`src/rtl/wvm_pkg.sv`:
```
// Shared types, constants and opcode codes for the word machine core.
// Used by wvm_ctrl, wvm_dp and word_vm_instruction_core; no dependencies.
`default_nettype none
package wvm_pkg;

  // Memory depth must be a power of two so that addresses wrap by truncation.
  localparam int MEM_WORDS   = 32768;
  localparam int STACK_DEPTH = 4096;
  localparam int AW          = $clog2(MEM_WORDS);
  localparam int SAW         = $clog2(STACK_DEPTH);
  localparam int SPW         = SAW + 1;
  localparam int MOD_STEPS   = 16;
  localparam int MCW         = $clog2(MOD_STEPS) + 1;

  localparam logic [15:0] LIT_MASK  = 16'h7fff;
  localparam logic [15:0] REG_BASE  = 16'h8000;
  localparam logic [7:0]  OPC_MASK  = 8'hff;

  localparam logic [2:0] ST_EXEC  = 3'd0;
  localparam logic [2:0] ST_WAIT  = 3'd1;
  localparam logic [2:0] ST_HALT  = 3'd2;
  localparam logic [2:0] ST_FAULT = 3'd3;
  localparam logic [2:0] ST_LOAD  = 3'd4;

  localparam logic [7:0] OP_HALT = 8'd0;
  localparam logic [7:0] OP_SET  = 8'd1;
  localparam logic [7:0] OP_PUSH = 8'd2;
  localparam logic [7:0] OP_POP  = 8'd3;
  localparam logic [7:0] OP_EQ   = 8'd4;
  localparam logic [7:0] OP_GT   = 8'd5;
  localparam logic [7:0] OP_JMP  = 8'd6;
  localparam logic [7:0] OP_JT   = 8'd7;
  localparam logic [7:0] OP_JF   = 8'd8;
  localparam logic [7:0] OP_ADD  = 8'd9;
  localparam logic [7:0] OP_MULT = 8'd10;
  localparam logic [7:0] OP_MOD  = 8'd11;
  localparam logic [7:0] OP_AND  = 8'd12;
  localparam logic [7:0] OP_OR   = 8'd13;
  localparam logic [7:0] OP_NOT  = 8'd14;
  localparam logic [7:0] OP_RMEM = 8'd15;
  localparam logic [7:0] OP_WMEM = 8'd16;
  localparam logic [7:0] OP_CALL = 8'd17;
  localparam logic [7:0] OP_RET  = 8'd18;
  localparam logic [7:0] OP_OUT  = 8'd19;
  localparam logic [7:0] OP_IN   = 8'd20;
  localparam logic [7:0] OP_NOOP = 8'd21;

  typedef enum logic [1:0] {
    RS_RUN   = 2'd0,
    RS_WAIT  = 2'd1,
    RS_HALT  = 2'd2,
    RS_FAULT = 2'd3
  } run_t;

  typedef enum logic [3:0] {
    CS_IDLE, CS_F0, CS_F1, CS_F2, CS_F3, CS_RESOLVE, CS_DECIDE,
    CS_RMEM, CS_STK, CS_MOD, CS_COMMIT
  } cstate_t;

  typedef enum logic {
    RD_PC = 1'b0,
    RD_B  = 1'b1
  } rdsel_t;

  typedef struct packed {
    logic       accept;
    logic       load_wr;
    logic       mem_rd;
    rdsel_t     rd_sel;
    logic [1:0] rd_off;
    logic       cap_en;
    logic [1:0] cap_idx;
    logic       resolve;
    logic       stk_rd;
    logic       mod_start;
    logic       mod_step;
    logic       commit;
  } cmd_t;

  typedef struct packed {
    logic stopped;
    logic need_rmem;
    logic need_stk;
    logic need_mod;
    logic mod_done;
  } sts_t;

  function automatic logic is_lit(input logic [15:0] w);
    return ~w[15];
  endfunction

  function automatic logic is_reg(input logic [15:0] w);
    return w[15:3] == REG_BASE[15:3];
  endfunction

endpackage
`default_nettype wire

```
`src/rtl/wvm_ctrl.sv`:
```
// Sequencer for the word machine: fetch, operand resolve, optional memory,
// stack or modulo step, then commit into the result register. Uses wvm_pkg.
`default_nettype none
module wvm_ctrl
  import wvm_pkg::*;
(
  input  wire logic clk,
  input  wire logic rst,
  input  wire logic item_valid,
  output logic      item_stall,
  input  wire logic kind,
  output logic      result_valid,
  input  wire logic result_stall,
  input  wire sts_t sts,
  output cmd_t      cmd
);

  cstate_t state, state_next;
  logic    out_full, out_full_next;

  always_ff @(posedge clk) begin
    if (rst) begin
      state    <= CS_IDLE;
      out_full <= 1'b0;
    end else begin
      state    <= state_next;
      out_full <= out_full_next;
    end
  end

  always_comb begin
    state_next    = state;
    cmd           = '0;
    cmd.rd_sel    = RD_PC;
    out_full_next = out_full && result_stall;
    unique case (state)
      CS_IDLE: begin
        if (item_valid) begin
          cmd.accept  = 1'b1;
          cmd.load_wr = ~kind;
          state_next  = (!kind || sts.stopped) ? CS_COMMIT : CS_F0;
        end
      end
      CS_F0: begin
        cmd.mem_rd = 1'b1;
        cmd.rd_off = 2'd0;
        state_next = CS_F1;
      end
      CS_F1: begin
        cmd.cap_en  = 1'b1;
        cmd.cap_idx = 2'd0;
        cmd.mem_rd  = 1'b1;
        cmd.rd_off  = 2'd1;
        state_next  = CS_F2;
      end
      CS_F2: begin
        cmd.cap_en  = 1'b1;
        cmd.cap_idx = 2'd1;
        cmd.mem_rd  = 1'b1;
        cmd.rd_off  = 2'd2;
        state_next  = CS_F3;
      end
      CS_F3: begin
        cmd.cap_en  = 1'b1;
        cmd.cap_idx = 2'd2;
        cmd.mem_rd  = 1'b1;
        cmd.rd_off  = 2'd3;
        state_next  = CS_RESOLVE;
      end
      CS_RESOLVE: begin
        cmd.resolve = 1'b1;
        state_next  = CS_DECIDE;
      end
      CS_DECIDE: begin
        priority if (sts.need_rmem) begin
          state_next = CS_RMEM;
        end else if (sts.need_stk) begin
          state_next = CS_STK;
        end else if (sts.need_mod) begin
          cmd.mod_start = 1'b1;
          state_next    = CS_MOD;
        end else begin
          state_next = CS_COMMIT;
        end
      end
      CS_RMEM: begin
        cmd.mem_rd = 1'b1;
        cmd.rd_sel = RD_B;
        state_next = CS_COMMIT;
      end
      CS_STK: begin
        cmd.stk_rd = 1'b1;
        state_next = CS_COMMIT;
      end
      CS_MOD: begin
        if (sts.mod_done) begin
          state_next = CS_COMMIT;
        end else begin
          cmd.mod_step = 1'b1;
        end
      end
      CS_COMMIT: begin
        // The result register must be empty or emptying this cycle.
        if (!out_full || !result_stall) begin
          cmd.commit    = 1'b1;
          out_full_next = 1'b1;
          state_next    = CS_IDLE;
        end
      end
      default: state_next = CS_IDLE;
    endcase
  end

  assign item_stall   = (state != CS_IDLE);
  assign result_valid = out_full;

endmodule
`default_nettype wire

```
`config.mk`:
```
export PLATFORM = sky130hd
export DESIGN_NAME = wvm_ctrl
export DESIGN_NICKNAME = d
export VERILOG_FILES = /design/src/rtl/wvm_pkg.sv /design/src/rtl/wvm_ctrl.sv
export SDC_FILE = /design/constraint.sdc
export NUM_CORES = 1
export LEC_CHECK = 0
export BUFFER_PORTS_ARGS = -buffer_cell sky130_fd_sc_hd__buf_2
export CORE_AREA = 2 2 39 41
export DETAILED_ROUTE_END_ITERATION = 8
export DIE_AREA = 0 0 41 43
export HOLD_SLACK_MARGIN = 0.05
export PLACE_DENSITY = 0.64
export SLEW_MARGIN = 10
export SYNTH_ARGS = -nofsm -noshare
export SYNTH_HDL_FRONTEND = slang
export SYNTH_SLANG_ARGS = --single-unit
```
`constraint.sdc`:
```
create_clock -name clk -period 1.8 [get_ports clk]
set_input_delay 0.36 -clock clk [delete_from_list [all_inputs] [get_ports clk]]
set_output_delay 0.36 -clock clk [all_outputs]
set_load 0.02 [all_outputs]
```
==> flow_summary.json <==
{
  "drive_above_1_share": 0.404,
  "cts_hold_buf": 0,
  "tritoncts_num_sinks": 5,
  "synthDominantAreaCellType": "sky130_fd_sc_hd__dfxtp_1",
  "worstSetupStartpointType": "flop",
  "grt_first_pass_wirelength_microns": 1950,
  "final_tns_setup_ns": 0,
  "grt_remaining_overflow": 0,
  "rsz_0062_raised_after_global_routing": "no",
  "p_switching_uw": 429,
  "die_w_microns": 41,
  "irDropWorstVdd_mv": 0.736,
  "antenna_found_initial": 0,
  "final_wl_microns": 1270,
  "final_nets": 110,
  "ys_seq_elements": 5,
  "synth_seq_area_share": 0.203,
  "cts_tree": "built",
  "dr.pass1.iters": 4,
  "clock_tree.root_cell": "sky130_fd_sc_hd__clkbuf_4",
  "synth_area_per_cell_sq_um": 6.94,
  "synth_compound_gate_area_share": 0.236,
  "io_buffers": 25,
  "yosys.area_share.simple": 0.442,
  "swShare": 0.474,
  "cts_post_setup_buffers_inserted": 0,
  "worst_hold_path_type": "in2reg",
  "synth-async-reset-ratio": 0,
  "coreArea_sq_um": 1380,
  "antenna_cells": 0,
  "timing.max_cap.violations": 0,
  "main_combinational_cell_family_by_area_after_synthesis": "simple AND/OR/NAND/NOR gates",
  "dr_total_vias": 605,
  "timing_worst_setup_path_type": "reg2out",
  "clkSlewWorstSetupHoldPaths_ns": 0.04,
  "period_minus_slack_ns": 1.71,
  "fraction_of_synthesized_area_in_multiplexers": 0,
  "largest_net_degree_at_the_start_of_global_routing": 14,
  "synth_cell_types": 29,
  "critical_path.reg2reg.startpoint": "state[2]$_SDFFE_PP0P_",
  "post_synth_main_area_contributors": "sky130_fd_sc_hd__dfxtp_1, sky130_fd_sc_hd__a21oi_1, sky130_fd_sc_hd__nand2b_1, sky130_fd_sc_hd__nor2b_1, sky130_fd_sc_hd__nor3_1",
  "synthesized_area_fraction_occupied_by_xor_and_xnor_cells": 0.0355,
  "cell_internal_pwr_uw": 476,
  "report.final.setup_viol": 0,
  "synth_adder_area_share": 0,
  "final_cell_mix": "sky130_fd_sc_hd__buf_2, sky130_fd_sc_hd__a21oi_1, sky130_fd_sc_hd__buf_4",
  "synthToLayoutAreaGrowth_pct": 40.9,
  "status": "complete, no violations",
  "leakage_nw": 0.305,
  "remaining_drc_errors": 0,
  "worst_setup_path_end_kind": "output port",
  "via_count_normalized_by_instance_count": 5.26,
  "achievable_freq_mhz": 583,
  "max-clock-path-buffers": 2,
  "holdPathStages": 2,
  "final_hold_viol_count": 0,
  "synth_top_area_share": 0.203,
  "starting_utilization_of_the_core_area": 0.356,
  "numCtsBuffers": 3,
  "power.density_cell_area_nw_per_um2": 1300,
  "clock-skew-final_ns": 0.00592,
  "final_antenna_net_count": 0,
  "hpwlAfterDp_microns": 1010,
  "gp_congestion": 0.790,
  "layout_commonest_cell": "sky130_fd_sc_hd__buf_2",
  "h-tree-depth": 1,
  "routed_wire_length_per_instance_microns": 11.0,
  "clkPwrFrac": 0.143,
  "std_cell_rows": 14,
  "min_from": "rst",
  "max_slew_margin": 0.791,
  "die_height_microns": 43,
  "drt_iter0_markers": 12,
  "power_frac_seq": 0.250,
  "synth_enable_flop_cells": 0,
  "design.die.area_sq_um": 1760,
  "timing.critical_path.arrival_ns": 1.35,
  "worst_skew_pair.late_latency_ns": 0.24,
  "synth_warnings": 0,
  "final_min_period_over_clock_period": 0.952,
  "combPwrFrac": 0.606,
  "ff2ff_setup_slack_ns": 0.42,
  "grt_pass1_vias": 479,
  "worstMarginPinSlew_ns": 0.313,
  "postSynth.topFlopCell": "sky130_fd_sc_hd__dfxtp_1",
  "r2r_cells": 5,
  "post_cts.resized_instances": 3,
  "timing_max_transition_violations_final": 0,
  "pin_count": 26,
  "overall_routing_resource_usage": 0.155,
  "rr_endpoint": "state[3]$_SDFFE_PP0P_",
  "required_ns": 1.44,
  "syn_nets": 81,
  "syn-instance-count": 71,
  "post_synthesis_cell_area_sq_um": 493,
  "worstHoldEndpoint": "state[1]$_SDFFE_PP0P_",
  "postLayoutCoreUtil": 0.502,
  "largest_fanout_on_the_critical_path": 11,
  "power_total_uw": 905
}
[cell type report]
cell class | instances | area (sq um)
repair buffers | 30 | 168
multi-input cells | 58 | 365
flip-flops and latches | 5 | 108
inverters | 2 | 7.51
well taps | 16 | 20.0
clock buffers | 4 | 26.3
fillers | 145 | 689
[metrics by stage]
stage / cell area, sq um / hold slack, ns / setup WS [ns] / std cells
4_1_cts: 678 / 0.353 / 0.0467 / 115
5_1_grt: 694 / 0.358 / 0.00494 / 115
2_1_floorplan: 499 / 0.429 / 0.118 / 71
3_3_place_gp: 648 / 0.480 / 0.231 / 111
6_report: 694 / 0.350 / 0.0858 / 115
3_5_place_dp: 648 / 0.493 / 0.209 / 111
[cells in the mapped netlist, types with 2 or more instances]
cell type,instances
sky130_fd_sc_hd__nand2b_1,6
sky130_fd_sc_hd__nand2_1,5
sky130_fd_sc_hd__a21oi_1,8
sky130_fd_sc_hd__nor4_1,2
sky130_fd_sc_hd__nor2_1,5
sky130_fd_sc_hd__nor3_1,5
sky130_fd_sc_hd__or2_1,2
sky130_fd_sc_hd__a211oi_1,2
sky130_fd_sc_hd__inv_1,2
sky130_fd_sc_hd__nor2b_1,5
sky130_fd_sc_hd__dfxtp_1,5
sky130_fd_sc_hd__buf_2,3
sky130_fd_sc_hd__o21ai_0,2
sky130_fd_sc_hd__clkbuf_1,2
sky130_fd_sc_hd__o22ai_1,2
sky130_fd_sc_hd__o221ai_1,2
[routing by layer]
metal | up-vias | part of all wire | global-route usage
met5 | - | 0 | 0
met3 | 2 | 0.076 | 0.0471
met1 | 274 | 0.44 | 0.197
li1 | 310 | - | -
met4 | 0 | 0.0063 | 0.0200
met2 | 19 | 0.48 | 0.253
[power groups by stage]
stage               registers, mW  clock network [mW]  logic (mW)
floorplan                   0.159                   0       0.436
global placement            0.211                   0       0.529
detailed placement          0.213                   0       0.535
CTS                         0.216               0.133       0.537
global route                0.232               0.139       0.600
finish                      0.226               0.130       0.549
[worst max-delay path: stages (launching register included)]
cell and delay (ns):
sky130_fd_sc_hd__dfxtp_2 0.38, sky130_fd_sc_hd__buf_4 0.18, sky130_fd_sc_hd__xor2_1 0.15, sky130_fd_sc_hd__a211oi_1 0.23, sky130_fd_sc_hd__buf_4 0.18
[worst max path at each step]
stage,from,endpoint,slack [ns],cells past startpoint
after floorplan,state[1]$_SDFFE_PP0P_,cmd[11],0.12,4
after detailed placement,state[1]$_SDFFE_PP0P_,cmd[11],0.21,4
after CTS,state[3]$_SDFFE_PP0P_,cmd[1],0.05,2
after global placement,state[0]$_SDFFE_PP0P_,cmd[1],0.23,3
after global routing,state[0]$_SDFFE_PP0P_,cmd[11],0.005,4
final,state[0]$_SDFFE_PP0P_,cmd[11],0.09,4
[flip-flops by register name, indices dropped and copies added, names as in the netlist]
name / flops
state: 4
result_valid: 1
[logic make-up after synthesis]
logic type / count (synthesis)
AND/OR/NAND/NOR: 37
AO/OA/AOI/OAI: 19
buffers and inverters: 8
flip-flops: 5
XOR/XNOR: 2
(Power assumes the default switching activity.)
